`config.mk`:
```
export PLATFORM = sky130hd
export DESIGN_NAME = multi_turn_angle_accumulator
export DESIGN_NICKNAME = d
export VERILOG_FILES = /design/src/rtl/mtaa_pkg.sv /design/src/rtl/multi_turn_angle_accumulator.sv
export VERILOG_INCLUDE_DIRS = /design/src /design/src/rtl
export SDC_FILE = /design/constraint.sdc
export NUM_CORES = 2
export LEC_CHECK = 0
export ABC_AREA = 1
export BUFFER_PORTS_ARGS = -buffer_cell sky130_fd_sc_hd__buf_2
export CAP_MARGIN = 0
export CORE_MARGIN = 4
export CORE_UTILIZATION = 36
export CTS_BUF_LIST = sky130_fd_sc_hd__clkbuf_2
export CTS_CLUSTER_DIAMETER = 150
export DETAILED_ROUTE_END_ITERATION = 6
export PLACE_DENSITY = 0.51
export SLEW_MARGIN = 20
export SYNTH_ARGS = -nofsm -noshare
export SYNTH_HDL_FRONTEND = slang
export SYNTH_SLANG_ARGS = --single-unit
```
`constraint.sdc`:
```
create_clock -name clk -period 11.7 [get_ports clk]
set_clock_uncertainty 0.1 [all_clocks]
set_input_delay 2.34 -clock clk [delete_from_list [all_inputs] [get_ports clk]]
set_output_delay 2.34 -clock clk [all_outputs]
set_load 0.005 [all_outputs]
```
`src/rtl/assert_macros.svh`:
```
// Assertion macros included by the accumulator top level
`ifndef ASSERT_MACROS_SVH
`define ASSERT_MACROS_SVH

// Same-cycle implication, clocked on clk, off during reset
`define ASSERT_NOW(label, ante, cons, msg) \
    label: assert property (@(posedge clk) disable iff (!rst_n) (ante) |-> (cons)) \
        else $error(msg);

// Next-cycle implication, clocked on clk, off during reset
`define ASSERT_NEXT(label, ante, cons, msg) \
    label: assert property (@(posedge clk) disable iff (!rst_n) (ante) |=> (cons)) \
        else $error(msg);

`endif

```
`src/rtl/mtaa_pkg.sv`:
```
// Package: widths, constants and gain table of the multi-turn angle accumulator
`default_nettype none

package mtaa_pkg;

    localparam int NUM_MOTORS_DEF = 16;

    localparam int IDX_W    = 4;
    localparam int ANGLE_W  = 13;
    localparam int SPEED_W  = 16;
    localparam int SUM_W    = 48;
    localparam int INC_W    = 34;
    localparam int DELTA_W  = 15;
    localparam int GAIN_W   = 21;
    localparam int TYPES_W  = 32;
    localparam int IDX_EXT_W = 7;

    localparam logic [DELTA_W-1:0] TURN_COUNTS = 15'd8192;
    localparam logic [DELTA_W-1:0] WRAP_LIMIT  = 15'd1250;

    // Motor type codes held two bits per motor in the type register
    localparam logic [1:0] TYPE_RATIO_19 = 2'd0;
    localparam logic [1:0] TYPE_RATIO_36 = 2'd1;
    localparam logic [1:0] TYPE_RATIO_1  = 2'd2;
    localparam logic [1:0] TYPE_UNKNOWN  = 2'd3;

    // Gain per count in 2^-24 degree: round(360 * 2^24 / 8192 / ratio)
    function automatic logic [GAIN_W-1:0] gain_of(input logic [1:0] type_code);
        logic [GAIN_W-1:0] g;
        case (type_code)
            TYPE_RATIO_19: g = 21'd38804;
            TYPE_RATIO_36: g = 21'd20480;
            TYPE_RATIO_1:  g = 21'd737280;
            TYPE_UNKNOWN:  g = 21'd0;
            default:       g = 21'd0;
        endcase
        return g;
    endfunction

endpackage

`default_nettype wire

```
`src/rtl/multi_turn_angle_accumulator.sv`:
```
// Top level: per-motor multi-turn angle unwrap and saturating accumulation
// An accepted item passes the stage 1, stage 2 and output registers in turn.
// Throughput: one item per cycle unless the output stalls; delta and multiply, then
// add and write back, each take one stage, with the state memory read at acceptance.
// Forwarding from the add stage and the write-back stage covers items on one motor.
// Reset clears the primed bits, the type register and the pipeline valids; the
// state memory needs no clearing pass, an unprimed motor reads as zero.
`default_nettype none

module multi_turn_angle_accumulator #(
    parameter int NUM_MOTORS = mtaa_pkg::NUM_MOTORS_DEF
) (
    input  wire logic        clk,
    input  wire logic        rst_n,
    input  wire logic        s_axis_tvalid,
    output      logic        s_axis_tready,
    input  wire logic [31:0] s_axis_tdata,   // rotor_angle[12:0], rotor_speed[28:13]
    input  wire logic [3:0]  s_axis_tuser,   // motor_index[3:0]
    output      logic        m_axis_tvalid,
    input  wire logic        m_axis_tready,
    output      logic [87:0] m_axis_tdata,   // total_angle[47:0], step_increment[81:48]
    output      logic [1:0]  m_axis_tuser,   // wrap_rejected[0], was_priming[1]
    input  wire logic        cfg_valid,
    output      logic        cfg_ready,
    input  wire logic [31:0] cfg_data
);

    localparam int AW    = (NUM_MOTORS > 1) ? $clog2(NUM_MOTORS) : 1;
    localparam int REC_W = mtaa_pkg::ANGLE_W + mtaa_pkg::SUM_W;

    typedef logic [mtaa_pkg::IDX_W-1:0]   idx_t;
    typedef logic [mtaa_pkg::ANGLE_W-1:0] angle_t;
    typedef logic signed [mtaa_pkg::SUM_W-1:0]   sum_t;
    typedef logic signed [mtaa_pkg::INC_W-1:0]   inc_t;
    typedef logic signed [mtaa_pkg::DELTA_W-1:0] delta_t;

    localparam sum_t SUM_MAX = {1'b0, {(mtaa_pkg::SUM_W-1){1'b1}}};
    localparam sum_t SUM_MIN = {1'b1, {(mtaa_pkg::SUM_W-1){1'b0}}};

    // ---------------- configuration ----------------
    logic [mtaa_pkg::TYPES_W-1:0] motor_types_reg;

    assign cfg_ready = 1'b1;

    always_ff @(posedge clk or negedge rst_n)
    begin
        if (!rst_n)
        begin
            motor_types_reg <= '0;
        end
        else if (cfg_valid)
        begin
            motor_types_reg <= cfg_data;
        end
    end

    // ---------------- pipeline control ----------------
    logic out_valid_reg;
    logic advance;
    logic in_fire;

    assign advance       = !out_valid_reg || m_axis_tready;
    assign s_axis_tready = advance;
    assign in_fire       = s_axis_tvalid && advance;

    // ---------------- state memory ----------------
    logic [REC_W-1:0]      state_mem [NUM_MOTORS];
    logic [REC_W-1:0]      rd_data_reg;
    logic [NUM_MOTORS-1:0] primed_reg;

    logic [mtaa_pkg::IDX_EXT_W-1:0] in_idx_ext;
    logic [AW-1:0]                  rd_addr;

    assign in_idx_ext = {3'b000, s_axis_tuser};
    assign rd_addr    = in_idx_ext[AW-1:0];

    logic          wr_en;
    logic [AW-1:0] wr_addr;
    logic [REC_W-1:0] wr_data;

    always_ff @(posedge clk)
    begin
        if (in_fire)
        begin
            rd_data_reg <= state_mem[rd_addr];
        end
        if (wr_en)
        begin
            state_mem[wr_addr] <= wr_data;
        end
    end

    always_ff @(posedge clk or negedge rst_n)
    begin
        if (!rst_n)
        begin
            primed_reg <= '0;
        end
        else if (wr_en)
        begin
            primed_reg[wr_addr] <= 1'b1;
        end
    end

    // ---------------- stage 1: forward, delta, multiply ----------------
    logic   s1_valid_reg;
    idx_t   s1_idx_reg;
    angle_t s1_angle_reg;
    logic [mtaa_pkg::SPEED_W-1:0] s1_speed_reg;

    always_ff @(posedge clk or negedge rst_n)
    begin
        if (!rst_n)
        begin
            s1_valid_reg <= 1'b0;
        end
        else if (advance)
        begin
            s1_valid_reg <= s_axis_tvalid;
        end
    end

    always_ff @(posedge clk)
    begin
        if (in_fire)
        begin
            s1_idx_reg   <= s_axis_tuser;
            s1_angle_reg <= s_axis_tdata[12:0];
            s1_speed_reg <= s_axis_tdata[28:13];
        end
    end

    // stage 2 and write-back registers, declared here for forwarding
    logic   s2_valid_reg;
    logic   s2_inr_reg;
    idx_t   s2_idx_reg;
    angle_t s2_angle_reg;
    sum_t   s2_base_reg;
    inc_t   s2_inc_reg;
    logic   s2_rej_reg;
    logic   s2_prime_reg;
    sum_t   s2_sum;

    logic   wb_en_reg;
    idx_t   wb_idx_reg;
    angle_t wb_angle_reg;
    sum_t   out_total_reg;
    inc_t   out_inc_reg;
    logic   out_rej_reg;
    logic   out_prime_reg;

    logic [mtaa_pkg::IDX_EXT_W-1:0] s1_idx_ext;
    logic [AW-1:0] s1_addr;
    logic          s1_inr;
    logic          hit_s2;
    logic          hit_wb;
    angle_t        prev_angle;
    sum_t          prev_sum;
    logic          prev_primed;
    delta_t        diff;
    delta_t        fwd_wrap;
    delta_t        bwd_wrap;
    delta_t        delta;
    logic          rejected;
    logic          speed_pos;
    logic          speed_neg;
    logic [1:0]    type_code;
    logic [mtaa_pkg::GAIN_W-1:0] gain;
    logic signed [mtaa_pkg::DELTA_W+mtaa_pkg::GAIN_W:0] product;

    logic s2_inr_next;
    sum_t s2_base_next;
    inc_t s2_inc_next;
    logic s2_rej_next;
    logic s2_prime_next;

    assign s1_idx_ext = {3'b000, s1_idx_reg};
    assign s1_addr    = s1_idx_ext[AW-1:0];
    assign s1_inr     = s1_idx_ext < mtaa_pkg::IDX_EXT_W'(NUM_MOTORS);
    assign hit_s2     = s2_valid_reg && s2_inr_reg && (s2_idx_reg == s1_idx_reg);
    assign hit_wb     = wb_en_reg && (wb_idx_reg == s1_idx_reg);

    always_comb
    begin
        // newest copy of this motor's record: add stage, then last write, then memory
        if (hit_s2)
        begin
            prev_angle  = s2_angle_reg;
            prev_sum    = s2_sum;
            prev_primed = 1'b1;
        end
        else if (hit_wb)
        begin
            prev_angle  = wb_angle_reg;
            prev_sum    = out_total_reg;
            prev_primed = 1'b1;
        end
        else
        begin
            prev_angle  = rd_data_reg[REC_W-1:mtaa_pkg::SUM_W];
            prev_sum    = rd_data_reg[mtaa_pkg::SUM_W-1:0];
            prev_primed = primed_reg[s1_addr];
        end
    end

    always_comb
    begin
        diff      = $signed({2'b00, s1_angle_reg}) - $signed({2'b00, prev_angle});
        fwd_wrap  = diff + $signed(mtaa_pkg::TURN_COUNTS);
        bwd_wrap  = $signed(mtaa_pkg::TURN_COUNTS) - diff;
        speed_pos = (s1_speed_reg != '0) && !s1_speed_reg[mtaa_pkg::SPEED_W-1];
        speed_neg = s1_speed_reg[mtaa_pkg::SPEED_W-1];
        delta     = diff;
        rejected  = 1'b0;
        if (!prev_primed)
        begin
            delta = '0;
        end
        else if (speed_pos && diff[mtaa_pkg::DELTA_W-1])
        begin
            // forward move through the 8191/0 boundary
            if (fwd_wrap < $signed(mtaa_pkg::WRAP_LIMIT))
            begin
                delta = fwd_wrap;
            end
            else
            begin
                delta    = '0;
                rejected = 1'b1;
            end
        end
        else if (speed_neg && !diff[mtaa_pkg::DELTA_W-1] && (diff != '0))
        begin
            // backward move through the boundary
            if (bwd_wrap < $signed(mtaa_pkg::WRAP_LIMIT))
            begin
                delta = -bwd_wrap;
            end
            else
            begin
                delta    = '0;
                rejected = 1'b1;
            end
        end
    end

    assign type_code  = motor_types_reg[{s1_idx_reg, 1'b0} +: 2];
    assign gain       = mtaa_pkg::gain_of(type_code);
    assign product    = delta * $signed({1'b0, gain});

    assign s2_inr_next   = s1_inr;
    assign s2_base_next  = prev_primed ? prev_sum : '0;
    assign s2_inc_next   = product[mtaa_pkg::INC_W-1:0];
    assign s2_rej_next   = rejected;
    assign s2_prime_next = !prev_primed;

    // ---------------- stage 2: saturating add ----------------
    always_ff @(posedge clk or negedge rst_n)
    begin
        if (!rst_n)
        begin
            s2_valid_reg <= 1'b0;
        end
        else if (advance)
        begin
            s2_valid_reg <= s1_valid_reg;
        end
    end

    always_ff @(posedge clk)
    begin
        if (advance)
        begin
            s2_inr_reg   <= s2_inr_next;
            s2_idx_reg   <= s1_idx_reg;
            s2_angle_reg <= s1_angle_reg;
            s2_base_reg  <= s2_base_next;
            s2_inc_reg   <= s2_inc_next;
            s2_rej_reg   <= s2_rej_next;
            s2_prime_reg <= s2_prime_next;
        end
    end

    logic signed [mtaa_pkg::SUM_W:0] sum_wide;

    assign sum_wide = $signed({s2_base_reg[mtaa_pkg::SUM_W-1], s2_base_reg})
                    + $signed({{(mtaa_pkg::SUM_W-mtaa_pkg::INC_W+1){s2_inc_reg[mtaa_pkg::INC_W-1]}},
                               s2_inc_reg});

    always_comb
    begin
        if (sum_wide[mtaa_pkg::SUM_W] != sum_wide[mtaa_pkg::SUM_W-1])
        begin
            s2_sum = sum_wide[mtaa_pkg::SUM_W] ? SUM_MIN : SUM_MAX;
        end
        else
        begin
            s2_sum = sum_wide[mtaa_pkg::SUM_W-1:0];
        end
    end

    logic [mtaa_pkg::IDX_EXT_W-1:0] s2_idx_ext;

    assign s2_idx_ext = {3'b000, s2_idx_reg};
    assign wr_en      = advance && s2_valid_reg && s2_inr_reg;
    assign wr_addr    = s2_idx_ext[AW-1:0];
    assign wr_data    = {s2_angle_reg, s2_sum};

    // ---------------- output and write-back registers ----------------
    logic wb_en_next;
    sum_t out_total_next;
    inc_t out_inc_next;
    logic out_rej_next;
    logic out_prime_next;

    assign wb_en_next     = s2_valid_reg && s2_inr_reg;
    // a motor beyond the memory gives an all-zero item
    assign out_total_next = s2_inr_reg ? s2_sum : '0;
    assign out_inc_next   = s2_inr_reg ? s2_inc_reg : '0;
    assign out_rej_next   = s2_inr_reg && s2_rej_reg;
    assign out_prime_next = s2_inr_reg && s2_prime_reg;

    always_ff @(posedge clk or negedge rst_n)
    begin
        if (!rst_n)
        begin
            out_valid_reg <= 1'b0;
            wb_en_reg     <= 1'b0;
        end
        else if (advance)
        begin
            out_valid_reg <= s2_valid_reg;
            wb_en_reg     <= wb_en_next;
        end
    end

    always_ff @(posedge clk)
    begin
        if (advance)
        begin
            wb_idx_reg    <= s2_idx_reg;
            wb_angle_reg  <= s2_angle_reg;
            out_total_reg <= out_total_next;
            out_inc_reg   <= out_inc_next;
            out_rej_reg   <= out_rej_next;
            out_prime_reg <= out_prime_next;
        end
    end

    assign m_axis_tvalid = out_valid_reg;
    assign m_axis_tdata  = {6'b000000, out_inc_reg, out_total_reg};
    assign m_axis_tuser  = {out_prime_reg, out_rej_reg};

    // ---------------- assertions ----------------
    `include "assert_macros.svh"

    `ASSERT_NOW(a_prime_no_step, out_valid_reg && out_prime_reg,
                (out_inc_reg == '0) && !out_rej_reg, "priming item carries a step")
    `ASSERT_NOW(a_reject_no_step, out_valid_reg && out_rej_reg,
                (out_inc_reg == '0) && !out_prime_reg, "dropped wrap carries a step")
    `ASSERT_NEXT(a_write_sets_primed, wr_en,
                 primed_reg[$past(wr_addr)], "written motor not marked primed")
    `ASSERT_NOW(a_wb_matches_out, wb_en_reg, out_valid_reg,
                "write-back forward without a matching item")

endmodule

`default_nettype wire

```
==> flow_summary.ini <==
[outcome]
status = complete, no violations

[global_routing]
overflow = 0
grt_usage_pct = 19.5
grt_pass1_wl_microns = 263000
antenna_found_initial = 7
grt_pass1_vias = 40700
grt_start_max_net_pins = 154

[cells_and_area]
design_area_sq_um = 69300
final_nets = 5969
largest_reg_flops = 976
syn_to_final_growth_pct = 10.2
drive_gt1_share_pct = 15.4

[timing]
slew-limit-headroom_pct = 19.9
grt_setup_unrepaired = false
fmax_mhz = 94.3
final.setup.worst_slack_ns = 1.09
worst_pin_slew_ns = 1.20
hold_violations = 0
setup_violations = 0
finalSetupTns_ns = 0
fin_crit_ns = 10.61
timing.final.crit_share_pct = 90.7
timing.hold.ws_ns = 0.365
slew_violations = 0

[clock_tree]
post_cts_resized = 0
cts_max_path_buffers = 4
post_cts_buffers = 0
cts_root_buf = clkbuf_2
cts.sinks = 1319
htreeDepth = 5
clk_pin_slew_ns = 0.10
clk_latency_ns = 1.76
cts-buffers-inserted = 349
cts_tree = yes
holdBufCountCts = 0

[critical_path]
endpoint_kind = flop
cp-start-kind = flop
cp_slowest_stage_delay_ns = 0.58
slowest_stage = fa_1
cp.arrival_ns = 11.96
crit_top_cell = nand2_1
required_ns = 13.05
critPathMaxFanout = 31
crit_type = reg -> reg

[place]
place_congestion = 0.918
dp_slack_ns = 1.03
port-buffer-count = 153
detailed_place_hpwl_microns = 110000
place_area_sq_um = 66400

[route]
totalWireLength_microns = 179000
drt_iter0_drc = 3126
vias_per_cell = 5.05
ant_nets = 0
wl_per_cell_microns = 22.0
drc = 0
vias = 41000
drtPass1Iterations = 5

[power_and_ir_drop]
p_per_area_nw_per_um2 = 280
combPwrFrac_pct = 40.8
power.net_switching_mw = 8.26
peakVddDrop_mv = 0.256
netSwitchingFraction_pct = 42.6
finalPower_mw = 19.4
p_seq_share_pct = 43.7
p_leak_nw = 28.2
p_clk_share_pct = 15.5
internal_power_mw = 11.1

[logic_synthesis]
synthAdderAreaFrac_pct = 8.06
netlist_area_sq_um = 62900
post_synth_num_cell_types = 52
synth_compound_area_share_pct = 9.93
synth_cells = 5213
syn_avg_cell_area_sq_um = 12.1
ys_ff_latch = 1319
synthTopCellsByArea = edfxtp_1 61%, ha_1 4.2%, inv_1 4.0%
ys_seq_area_share_pct = 62.6
yosys.area_share.simple_pct = 8.33
synth-async-reset-ratio_pct = 3.87
synth_warnings = 0
synth_top_family_by_area = compound AO/OA/AOI/OAI gates
synth_xor_area_share_pct = 1.18
synth_edf_count = 1268
synth_top_cell_by_area = edfxtp_1
synthMuxAreaShare_pct = 4.17
synthFlopType = edfxtp_1
synth_top_cell_area_share_pct = 60.6

[die]
dieArea_sq_um = 181000
start_util_pct = 36.2
coreArea_sq_um = 174000
die_y_microns = 426
io_pins = 166
std_cell_rows = 153
die_w_microns = 426

[run]
maxCapViolations = 0

[worst_hold_path]
worstHoldPathType = reg -> reg
==> final timing paths <==
kind	start	to	slack, ns	cells past startpoint
max	s1_addr[2]$_DFFE_PP_	s2_inc_reg[30]$_DFFE_PN_	1.09	51
min	s2_prime_reg$_DFFE_PN_	out_prime_reg$_DFFE_PN_	0.37	0
max reg2reg	s1_addr[2]$_DFFE_PP_	s2_inc_reg[30]$_DFFE_PN_	1.09	51
min reg2reg	s2_prime_reg$_DFFE_PN_	out_prime_reg$_DFFE_PN_	0.37	0
max in group asynchronous	rst_n	primed_reg[3]$_DFFE_PN0P_	10.32	2
min in group asynchronous	rst_n	motor_types_reg[0]$_DFFE_PN0P_	0.65	2
==> power by group through the flow <==
stage	clock (mW)	sequential [mW]	combinational (mW)
global route	3.39	8.53	8.73
finish	3.01	8.47	7.92
detailed placement	0	8.59	7.89
global placement	0	8.57	7.80
floorplan	0	8.33	4.80
CTS	3.13	8.48	7.93
==> critical path: cells and delay by family, from the launching register on <==
| family | cells | cell delay (ns) |
|---|---|---|
| AOI/OAI and AO/OA | 10 | 1.95 |
| adders and majority gates | 9 | 4.01 |
| and+or+nand+nor | 23 | 2.56 |
| DFF | 1 | 0.57 |
| buffers and inverters | 9 | 1.13 |
==> Yosys cell counts (3+ instances only) <==
cell      instances
edfxtp_1       1268
inv_1           664
nand2_1         575
o21ai_0         390
a21oi_1         374
nand3_1         335
o211ai_1        252
mux2i_1         244
ha_1            213
clkbuf_1        194
nor2_1          164
fa_1            120
xor2_1           59
dfrtp_1          51
nand4_1          27
xnor2_1          26
nor2_2           23
buf_1            22
nand2_2          21
inv_2            20
mux2_2           16
buf_2            15
buf_4            15
nor3_1           13
a31oi_1          11
o21ai_1          11
o21bai_1         10
or2_2            10
a21o_1            8
nor4_1            8
o21a_1            8
nand3_2           5
nor2_4            4
o22ai_1           4
a21boi_0          3
a21oi_2           3
and3_1            3
o221ai_1          3
o31ai_1           3
==> kinds of logic (layout without fill, tap and decap cells) <==
| logic type | count (synthesis) | count (layout) |
|---|---|---|
| AO/OA/AOI/OAI | 1089 | 1089 |
| adder cells (fa/ha/maj) | 333 | 333 |
| XOR/XNOR | 85 | 85 |
| flip-flops | 1319 | 1319 |
| AND/OR/NAND/NOR | 1192 | 1192 |
| multiplexers | 260 | 260 |
| other | 2 | 24 |
| buffers and inverters | 933 | 1492 |
==> metrics by stage <==
| step | utilization (%) | cells |
|---|---|---|
| after floorplan | - | 5224 |
| after CTS | 39.8 | 8108 |
| after detailed placement | 38.2 | 7537 |
| after global routing | 39.8 | 8114 |
| final | 39.9 | 8119 |
| after global placement | 38.2 | 7537 |
==> area by class of cell <==
class | count | area [sq um]
Sequential cell | 1319 | 39400
Tap cell | 2325 | 2910
Antenna cell | 11 | 27.5
Timing Repair Buffer | 235 | 1470
Fill cell | 16900 | 105000
Inverter | 686 | 2600
Multi-Input combinational cell | 2972 | 20100
Clock inverter | 64 | 274
Clock buffer | 507 | 2540
==> per-layer routing <==
metal	up-vias	share of wire [%]	track usage, %
li1	19400	-	-
met1	20300	44	26.2
met2	1161	48	32.3
met3	217	5.2	3.42
met4	0	2.4	5.72
met5	-	0	0
==> cells in the final DEF, fill, tap and decap left out, types with 148 or more instances in the layout <==
| cell type | netlist | layout |
|---|---|---|
| inv_1 | 664 | 661 |
| clkbuf_2 | 1 | 507 |
| nand3_1 | 335 | 334 |
| buf_2 | 15 | 149 |
| o21ai_0 | 390 | 390 |
| edfxtp_1 | 1268 | 1268 |
| ha_1 | 213 | 213 |
| o211ai_1 | 252 | 252 |
| a21oi_1 | 374 | 374 |
| mux2i_1 | 244 | 244 |
| nand2_1 | 575 | 574 |
| nor2_1 | 164 | 148 |
Power figures use the tool's default switching activity.
